**src/hdl/pwl_pkg.sv**
```systemverilog
// Package for the piecewise-linear table lookup.
// Holds the field widths, the command codes and the sequencer state type.
// No dependencies.
package pwl_pkg;

  // Field widths fixed by the item format.
  localparam int CMD_W   = 1;
  localparam int INDEX_W = 4;
  localparam int DATA_W  = 8;
  localparam int CFG_W   = 5;

  // Command codes of an input transaction.
  localparam logic [CMD_W-1:0] CMD_LOAD  = 1'b0;
  localparam logic [CMD_W-1:0] CMD_QUERY = 1'b1;

  // Reset value of the points-in-use register.
  localparam logic [CFG_W-1:0] POINTS_RESET = 5'd2;

  // Query sequencer states, one-hot.
  typedef enum logic [10:0] {
    S_IDLE    = 11'b000_0000_0001,
    S_CHK_LO  = 11'b000_0000_0010,
    S_CHK_HI  = 11'b000_0000_0100,
    S_SEARCH  = 11'b000_0000_1000,
    S_CHK_MID = 11'b000_0001_0000,
    S_SEG0    = 11'b000_0010_0000,
    S_SEG1    = 11'b000_0100_0000,
    S_MUL     = 11'b000_1000_0000,
    S_DIV     = 11'b001_0000_0000,
    S_FIN     = 11'b010_0000_0000,
    S_DONE    = 11'b100_0000_0000
  } state_t;

endpackage

```
**src/hdl/pwl_if.sv**
```systemverilog
// Channel interfaces of the piecewise-linear table lookup.
// Depends on pwl_pkg for the field widths.
interface pwl_in_if;
  import pwl_pkg::*;

  logic               valid;
  logic               ready;
  logic [CMD_W-1:0]   command;
  logic [INDEX_W-1:0] point_index;
  logic [DATA_W-1:0]  point_x;
  logic [DATA_W-1:0]  point_y;
  logic [DATA_W-1:0]  query_value;

  modport source (output valid, command, point_index, point_x, point_y, query_value,
                  input ready);
  modport sink   (input valid, command, point_index, point_x, point_y, query_value,
                  output ready);
endinterface

interface pwl_out_if;
  import pwl_pkg::*;

  logic              valid;
  logic              ready;
  logic [DATA_W-1:0] result_value;
  logic              clamped;

  modport source (output valid, result_value, clamped, input ready);
  modport sink   (input valid, result_value, clamped, output ready);
endinterface

```
**src/hdl/piecewise_linear_table_lookup.sv**
```systemverilog
// Top level of the piecewise-linear table lookup.
// Depends on pwl_pkg and on the channel interfaces in pwl_if.sv.
//
// Usage:
//   in_ch carries load and query transactions. A load writes one breakpoint
//   (x, y) into the slot point_index and is finished in the cycle it is
//   accepted; it gives no result. A query looks up query_value and gives one
//   transaction on out_ch with the exact or interpolated y and a clamped flag
//   that is set when the value lay outside the table's x span.
//   cfg_we / cfg_wdata write the points-in-use register (reset value 2); it
//   is used saturated to 2..MAX_POINTS. The user must write it only while
//   idle; the block itself does not enforce this.
//   A query runs on a sequencer around one table read port, one 8x8
//   multiplier and a one-bit-per-cycle restoring divider. Each table read
//   is registered. A clamped query ends after the low or high bound check;
//   an interpolated query runs the bound checks, the binary search, the
//   segment set-up, the multiply, the divider steps and the final add.
//   in_ch.ready is low while a query is busy.
//
//   Reset clears the sequencer, the output valid flag and points_in_use; the
//   breakpoint table is not cleared and must be loaded before it is queried.
//   When the receiver stalls, a result waits in the output register; the
//   block still takes the next transaction and holds a new result internally
//   until the output register is free.
module piecewise_linear_table_lookup #(
  parameter int MAX_POINTS = 16
) (
  input  logic                      clk,
  input  logic                      rst,
  input  logic                      cfg_we,
  input  logic [pwl_pkg::CFG_W-1:0] cfg_wdata,
  pwl_in_if.sink                    in_ch,
  pwl_out_if.source                 out_ch
);
  import pwl_pkg::*;

  localparam int IW = (MAX_POINTS > 2) ? $clog2(MAX_POINTS) : 1;

  state_t state;

  // Configuration and per-query registers.
  logic [CFG_W-1:0]  points_in_use;
  logic [IW-1:0]     last_idx;
  logic [DATA_W-1:0] qval;
  logic [IW-1:0]     lo;
  logic [IW-1:0]     hi;
  logic [DATA_W-1:0] seg_x0;
  logic [DATA_W-1:0] seg_y0;
  logic [DATA_W-1:0] dx;
  logic [DATA_W-1:0] dv;
  logic [DATA_W-1:0] dy;
  logic              neg;
  logic [DATA_W-1:0] rem;
  logic [DATA_W-1:0] quo;
  logic [2:0]        div_cnt;
  logic [DATA_W-1:0] res_value;
  logic              res_clamped;

  // Output register.
  logic              out_valid;
  logic [DATA_W-1:0] out_value;
  logic              out_clamped;

  // Breakpoint table.
  logic [DATA_W-1:0] x_mem [MAX_POINTS];
  logic [DATA_W-1:0] y_mem [MAX_POINTS];
  logic [DATA_W-1:0] rd_x;
  logic [DATA_W-1:0] rd_y;
  logic [IW-1:0]     rd_addr;
  logic [IW-1:0]     wr_addr;
  logic              load_write;

  // Combinational helpers.
  logic              in_accept;
  logic [31:0]       cfg_ext;
  logic [IW-1:0]     last_idx_next;
  logic [IW:0]       mid_sum;
  logic [IW-1:0]     mid;
  logic              search_more;
  logic [DATA_W-1:0] dx_c;
  logic [DATA_W-1:0] dv_raw;
  logic [DATA_W-1:0] dv_c;
  logic [DATA_W:0]   trial;
  logic [DATA_W:0]   trial_diff;
  logic              trial_ge;
  logic              out_free;

  assign in_ch.ready    = (state == S_IDLE);
  assign in_accept      = in_ch.valid && in_ch.ready;
  assign out_ch.valid   = out_valid;
  assign out_ch.result_value = out_value;
  assign out_ch.clamped = out_clamped;
  assign out_free       = !out_valid || out_ch.ready;

  // Load address and range check.
  assign wr_addr    = IW'(in_ch.point_index);
  assign load_write = in_accept && (in_ch.command == CMD_LOAD) &&
                      (32'(in_ch.point_index) < 32'(MAX_POINTS));

  // Last index searched: points_in_use saturated to 2..MAX_POINTS, minus one.
  always_comb begin
    cfg_ext = 32'(points_in_use);
    if (cfg_ext < 32'd2) begin
      last_idx_next = IW'(1);
    end else if (cfg_ext > 32'(MAX_POINTS)) begin
      last_idx_next = IW'(MAX_POINTS - 1);
    end else begin
      last_idx_next = IW'(cfg_ext - 32'd1);
    end
  end

  // Binary search midpoint and end test.
  assign mid_sum     = {1'b0, lo} + {1'b0, hi};
  assign mid         = mid_sum[IW:1];
  assign search_more = ({1'b0, hi} - {1'b0, lo}) > (IW+1)'(1);

  // Segment set-up from the upper breakpoint.
  assign dx_c   = rd_x - seg_x0;
  assign dv_raw = (qval > seg_x0) ? (qval - seg_x0) : '0;
  assign dv_c   = (dv_raw > dx_c) ? dx_c : dv_raw;

  // One restoring division step.
  assign trial      = {rem, quo[DATA_W-1]};
  assign trial_ge   = trial >= {1'b0, dx};
  assign trial_diff = trial - {1'b0, dx};

  // Table read address for the next cycle.
  always_comb begin
    unique case (state)
      S_CHK_LO: rd_addr = last_idx;
      S_SEARCH: rd_addr = search_more ? mid : lo;
      S_SEG0:   rd_addr = lo + IW'(1);
      default:  rd_addr = '0;
    endcase
  end

  // Breakpoint memory with a registered read port.
  always_ff @(posedge clk) begin
    if (load_write) begin
      x_mem[wr_addr] <= in_ch.point_x;
      y_mem[wr_addr] <= in_ch.point_y;
    end
    rd_x <= x_mem[rd_addr];
    rd_y <= y_mem[rd_addr];
  end

  // Control: sequencer, configuration register and output valid.
  always_ff @(posedge clk) begin
    if (rst) begin
      state         <= S_IDLE;
      points_in_use <= POINTS_RESET;
      out_valid     <= 1'b0;
    end else begin
      if (cfg_we) begin
        points_in_use <= cfg_wdata;
      end
      // A finished result fills the output register; a taken one empties it.
      if ((state == S_DONE) && out_free) begin
        out_valid <= 1'b1;
      end else if (out_ch.ready) begin
        out_valid <= 1'b0;
      end
      unique case (state)
        S_IDLE: begin
          if (in_accept && (in_ch.command == CMD_QUERY)) begin
            state <= S_CHK_LO;
          end
        end
        S_CHK_LO: begin
          state <= (qval < rd_x) ? S_DONE : S_CHK_HI;
        end
        S_CHK_HI: begin
          state <= (qval > rd_x) ? S_DONE : S_SEARCH;
        end
        S_SEARCH: begin
          state <= search_more ? S_CHK_MID : S_SEG0;
        end
        S_CHK_MID: begin
          state <= (qval == rd_x) ? S_DONE : S_SEARCH;
        end
        S_SEG0: begin
          state <= (qval == rd_x) ? S_DONE : S_SEG1;
        end
        S_SEG1: begin
          state <= (rd_x <= seg_x0) ? S_DONE : S_MUL;
        end
        S_MUL: begin
          state <= S_DIV;
        end
        S_DIV: begin
          if (div_cnt == 3'd7) begin
            state <= S_FIN;
          end
        end
        S_FIN: begin
          state <= S_DONE;
        end
        S_DONE: begin
          if (out_free) begin
            state <= S_IDLE;
          end
        end
        default: begin
          state <= S_IDLE;
        end
      endcase
    end
  end

  // Datapath registers of the query.
  always_ff @(posedge clk) begin
    unique case (state)
      S_IDLE: begin
        qval     <= in_ch.query_value;
        last_idx <= last_idx_next;
      end
      S_CHK_LO: begin
        res_value   <= rd_y;
        res_clamped <= 1'b1;
      end
      S_CHK_HI: begin
        res_value   <= rd_y;
        res_clamped <= (qval > rd_x);
        lo          <= '0;
        hi          <= last_idx;
      end
      S_SEARCH: begin
      end
      S_CHK_MID: begin
        res_value <= rd_y;
        if (qval > rd_x) begin
          lo <= mid;
        end else if (qval < rd_x) begin
          hi <= mid;
        end
      end
      S_SEG0: begin
        seg_x0    <= rd_x;
        seg_y0    <= rd_y;
        res_value <= rd_y;
      end
      S_SEG1: begin
        dx  <= dx_c;
        dv  <= dv_c;
        neg <= !(rd_y > seg_y0);
        dy  <= (rd_y > seg_y0) ? (rd_y - seg_y0) : (seg_y0 - rd_y);
      end
      S_MUL: begin
        {rem, quo} <= dv * dy;
        div_cnt    <= '0;
      end
      S_DIV: begin
        rem     <= trial_ge ? trial_diff[DATA_W-1:0] : trial[DATA_W-1:0];
        quo     <= {quo[DATA_W-2:0], trial_ge};
        div_cnt <= div_cnt + 3'd1;
      end
      S_FIN: begin
        res_value <= neg ? (seg_y0 - quo) : (seg_y0 + quo);
      end
      S_DONE: begin
        if (out_free) begin
          out_value   <= res_value;
          out_clamped <= res_clamped;
        end
      end
      default: begin
      end
    endcase
  end

endmodule

```
**src/flat_wrapper.sv**
```systemverilog
// flat-port wrapper written by rule: the top's interface ports become plain ports
module piecewise_linear_table_lookup_flat import pwl_pkg::*;
#(
  parameter int MAX_POINTS = 16
)
  (clk, rst, cfg_we, cfg_wdata, in_ch_valid, in_ch_command, in_ch_point_index, in_ch_point_x, in_ch_point_y, in_ch_query_value, in_ch_ready, out_ch_valid, out_ch_result_value, out_ch_clamped, out_ch_ready);
  pwl_in_if in_ch_i ();
  pwl_out_if out_ch_i ();
  input  logic clk;
  input  logic rst;
  input  logic cfg_we;
  input  logic [pwl_pkg::CFG_W-1:0] cfg_wdata;
  input wire logic [$bits(in_ch_i.valid)-1:0] in_ch_valid;
  input wire logic [$bits(in_ch_i.command)-1:0] in_ch_command;
  input wire logic [$bits(in_ch_i.point_index)-1:0] in_ch_point_index;
  input wire logic [$bits(in_ch_i.point_x)-1:0] in_ch_point_x;
  input wire logic [$bits(in_ch_i.point_y)-1:0] in_ch_point_y;
  input wire logic [$bits(in_ch_i.query_value)-1:0] in_ch_query_value;
  output wire logic [$bits(in_ch_i.ready)-1:0] in_ch_ready;
  output wire logic [$bits(out_ch_i.valid)-1:0] out_ch_valid;
  output wire logic [$bits(out_ch_i.result_value)-1:0] out_ch_result_value;
  output wire logic [$bits(out_ch_i.clamped)-1:0] out_ch_clamped;
  input wire logic [$bits(out_ch_i.ready)-1:0] out_ch_ready;
  assign in_ch_i.valid = in_ch_valid;
  assign in_ch_i.command = in_ch_command;
  assign in_ch_i.point_index = in_ch_point_index;
  assign in_ch_i.point_x = in_ch_point_x;
  assign in_ch_i.point_y = in_ch_point_y;
  assign in_ch_i.query_value = in_ch_query_value;
  assign in_ch_ready = in_ch_i.ready;
  assign out_ch_valid = out_ch_i.valid;
  assign out_ch_result_value = out_ch_i.result_value;
  assign out_ch_clamped = out_ch_i.clamped;
  assign out_ch_i.ready = out_ch_ready;
  piecewise_linear_table_lookup #(.MAX_POINTS(MAX_POINTS)) u_core (.clk(clk), .rst(rst), .cfg_we(cfg_we), .cfg_wdata(cfg_wdata), .in_ch(in_ch_i), .out_ch(out_ch_i));
endmodule
```
**config.mk**
```make
export PLATFORM = sky130hd
export DESIGN_NAME = piecewise_linear_table_lookup_flat
export DESIGN_NICKNAME = d
export VERILOG_FILES = /design/src/hdl/pwl_pkg.sv /design/src/hdl/pwl_if.sv /design/src/hdl/piecewise_linear_table_lookup.sv /design/src/flat_wrapper.sv
export SDC_FILE = /design/constraint.sdc
export NUM_CORES = 1
export LEC_CHECK = 0
export BUFFER_PORTS_ARGS = -buffer_cell sky130_fd_sc_hd__buf_2
export CAP_MARGIN = 10
export CORE_MARGIN = 5
export CORE_UTILIZATION = 50
export DETAILED_ROUTE_END_ITERATION = 10
export PLACE_DENSITY = 0.76
export SKIP_LAST_GASP = 1
export SYNTH_ARGS = -nofsm -noshare
export SYNTH_HDL_FRONTEND = slang
export SYNTH_SLANG_ARGS = --single-unit
```
**constraint.sdc**
```tcl
create_clock -name clk -period 11.9 [get_ports clk]
set_input_delay 2.975 -clock clk [delete_from_list [all_inputs] [get_ports clk]]
set_output_delay 2.975 -clock clk [all_outputs]
set_load 0.01 [all_outputs]
```
==> results.py <==
metrics = {
    "status": {
        "outcome": "completed",
    },
    "synth": {
        "syn-instance-count": 1334,
        "seq_area_frac_synth_pct": 58.3,
        "yosysTopAreaCellShare_pct": 54.9,
        "synth_edf_count": 354,
        "async_flop_share_pct": 0,
        "syn_area_per_cell_sq_um": 14.5,
        "ys_ff_latch": 387,
        "syn_nets": 1528,
        "synth.most_common_cell": "edfxtp_1",
        "yosysTopAreaCell": "edfxtp_1",
        "yosys-top-cells-area": "edfxtp_1, ha_1, mux4_2",
        "synth_commonest_cells": "edfxtp_1, inv_1, ha_1",
        "post_synth_instance_area_sq_um": 19400,
        "synth_cell_types": 68,
        "synthFlopType": "edfxtp_1",
        "yosysWarnings": 0,
    },
    "sta": {
        "slew_viol_final": 0,
        "tightestPinTransition_ns": 1.09,
        "finalSetupViolations": 0,
        "final.setup.tns_ns": 0,
        "finalCriticalPeriod_ns": 5.63,
        "fin_crit_sh_pct": 47.3,
        "max_freq_ghz": 0.178,
        "slew_headroom_pct": 27.5,
        "rsz0062_at_grt": "no",
        "clock_skew_ns": 0.0290,
        "hold_viol_final": 0,
    },
    "floorplanning": {
        "die_h_um": 207,
        "core_sq_um": 38500,
        "die-area_sq_um": 42800,
        "die_w_um": 207,
        "io_pins": 50,
        "core.rowCount": 72,
        "initial_core_util_pct": 50.4,
    },
    "critical_path": {
        "rr_worst_depth": 12,
        "path_cells": "nor3_1 > and3b_1 > nand4b_1 > inv_1 > buf_2",
        "critPathLaunchType": "flip-flop",
        "slowest_stage": "inv_1",
        "reg2reg_slack_ns": 6.45,
        "cp.arrival_ns": 2.66,
        "setup.worst_path.class": "flip-flop to primary output",
        "required_ns": 8.93,
        "timing.rr.end": "u_core.rd_y[2]",
        "critical-path-top-delay-family": "buffers and inverters",
        "path_buf_inv": 2,
        "cp_max_fo": 15,
        "endpoint_kind": "primary output",
        "r2r_start": "u_core.lo[0]",
        "max_stage_delay_ns": 0.64,
    },
    "power": {
        "p_sw_share_pct": 23.7,
        "power_frac_clock_pct": 38.4,
        "leakagePower_nw": 8.32,
        "power_frac_comb_pct": 11.2,
        "power_per_cell_area_nw_per_um2": 144,
        "switchingPower_w": 0.000734,
        "vdd_drop_max_mv": 0.131,
        "seqPwrFrac_pct": 50.4,
        "p_int_w": 0.00237,
    },
    "placed_design": {
        "routabilityCongestion": 0.915,
        "port_buffers": 49,
        "dpl.hpwl_mm": 28.7,
    },
    "drt": {
        "dr_total_vias": 11200,
        "drt-total-wl_mm": 41.8,
        "wl_per_cell_um": 21.3,
        "antenna_left": 0,
        "dr.pass1.iters": 5,
        "drcViolationCount": 0,
        "first_iter_violations": 1004,
        "viasPerCell": 5.71,
    },
    "min_path": {
        "hp-class": "flip-flop to flip-flop",
        "min_from": "u_core.res_value[5]",
        "min_to": "u_core.out_ch.result_value[5]",
        "min_delay_path_depth": 0,
    },
    "finish": {
        "syn2layout_area_growth_pct": 11.2,
        "multi_input_area_sq_um": 7400,
        "final_core_util_pct": 56.0,
        "drive_above_1_share_pct": 14.4,
        "fin_nets": 1613,
        "nFillCells": 3007,
        "ff_latch_area_sq_um": 11300,
        "n_antenna_cell": 0,
    },
    "clocking": {
        "ctsHoldBuffers": 0,
        "clkSinkCount": 387,
        "h-tree-depth": 2,
        "cts_root_buf": "clkbuf_16",
        "postCtsSetupRepairBufs": 0,
        "clk_path_buf_depth": 3,
        "cts_resized": 0,
        "path_clk_slew_ns": 0.06,
        "cts_tree": "done",
        "cts_made_buffers": 39,
        "insertion_delay_ns": 0.55,
    },
    "grt": {
        "grt_overflow": 0,
        "track_usage_pct": 20.0,
        "grt_pass1_vias": 11800,
        "grt_pass1_wl_mm": 66.2,
        "grt_max_degree": 65,
        "antenna_found_initial": 0,
    },
    "job": {
        "drv_cap": 0,
    },
}
per-stage QoR:
| step | total power, W | instances | hold WS, ns | cell area, sq um | setup WS (ns) |
|---|---|---|---|---|---|
| 3_3_place_gp | 0.00192 | 1894 | 0.404 | 20300 | 6.29 |
| 5_1_grt | 0.00322 | 1967 | 0.423 | 21500 | 6.07 |
| 3_5_place_dp | 0.00193 | 1895 | 0.405 | 20300 | 6.47 |
| 2_1_floorplan | 0.00182 | 1334 | 0.400 | 19400 | 6.84 |
| 4_1_cts | 0.00312 | 1966 | 0.418 | 21500 | 6.26 |
| 6_report | 0.00310 | 1967 | 0.418 | 21500 | 6.27 |
cell families after synthesis:
logic type	count (synthesis)	synth area share, %
AND/OR/NAND/NOR	293	7.88
AO/OA/AOI/OAI	186	6.27
adder cells (fa/ha/maj)	155	11.7
buffers and inverters	164	3.77
flip-flops	387	58.3
XOR/XNOR	47	2.13
multiplexers	102	9.95
sequential cells by signal, summed over array words and instances (netlist names), 5 cells and up:
| name | flops |
|---|---|
| u_core.dv | 8 |
| u_core.dx | 8 |
| u_core.dy | 8 |
| u_core.out_ch.result_value | 8 |
| u_core.points_in_use | 5 |
| u_core.quo | 8 |
| u_core.qval | 8 |
| u_core.rd_x | 8 |
| u_core.rd_y | 8 |
| u_core.rem | 8 |
| u_core.res_value | 8 |
| u_core.seg_x0 | 8 |
| u_core.seg_y0 | 8 |
| u_core.state | 11 |
| u_core.x_mem | 128 |
| u_core.y_mem | 128 |
final cells by class:
cell class	count	share of cell area, %
sequential	387	52.4
multi-input combinational	783	34.4
clock buffer	53	5.01
tap	518	3.01
inverter	136	2.37
timing repair buffer	72	1.99
clock inverter	18	0.860
power by group through the flow:
| stage | clock, W | combinational [W] | sequential, W |
|---|---|---|---|
| 2_1_floorplan | 0 | 0.000249 | 0.00158 |
| 3_3_place_gp | 0 | 0.000331 | 0.00159 |
| 3_5_place_dp | 0 | 0.000343 | 0.00159 |
| 4_1_cts | 0.00121 | 0.000348 | 0.00156 |
| 5_1_grt | 0.00127 | 0.000384 | 0.00156 |
| 6_report | 0.00119 | 0.000348 | 0.00156 |
metal layers:
metal / track usage, % / share of wire, %
met1: 26.3 / 41
met2: 35.0 / 51
met3: 3.02 / 5.9
met4: 5.43 / 2.7
met5: 0 / 0
worst max-delay path by stage:
stage                    start  depth (start not counted)  slack [ns]             endpoint
3_3_place_gp     in_ch_command                          4        6.29  u_core.x_mem[13][3]
5_1_grt           u_core.lo[0]                         12        6.07       u_core.rd_x[0]
4_1_cts        u_core.state[5]                          5        6.26          in_ch_ready
3_5_place_dp      u_core.lo[0]                         12        6.47       u_core.rd_x[0]
2_1_floorplan    in_ch_command                          3        6.84   u_core.x_mem[0][0]
6_report       u_core.state[5]                          5        6.27          in_ch_ready
layout by cell type, fill, tap and decap left out, types with 6 or more instances in the layout:
master,n
buf_2,49
mux4_1,23
and2_1,53
nand3_1,10
xnor2_1,33
inv_1,135
clkbuf_8,6
buf_4,21
nor2_1,56
o21ai_0,43
clkbuf_1,9
mux2_2,12
nor3_1,9
mux4_2,41
edfxtp_1,354
nand3b_1,6
dfxtp_1,33
nand4_1,14
a21oi_1,37
ha_1,111
clkinv_2,7
a31oi_1,9
a22oi_1,35
fa_1,44
clkbuf_16,39
nand2b_1,15
mux2i_1,25
a21o_1,24
xor2_1,14
nand2_1,78
nor2b_1,16
worst reg2reg max path: stages (launching register included):
cell,delay (ns)
edfxtp_1,0.47
ha_1,0.25
inv_1,0.09
fa_1,0.45
nor3_1,0.20
a21oi_1,0.06
or4_1,0.64
mux2_4,0.37
a221oi_4,0.87
buf_4,0.86
mux4_1,0.69
a22oi_1,0.26
nand2_1,0.10
Power figures use the tool's default switching activity.
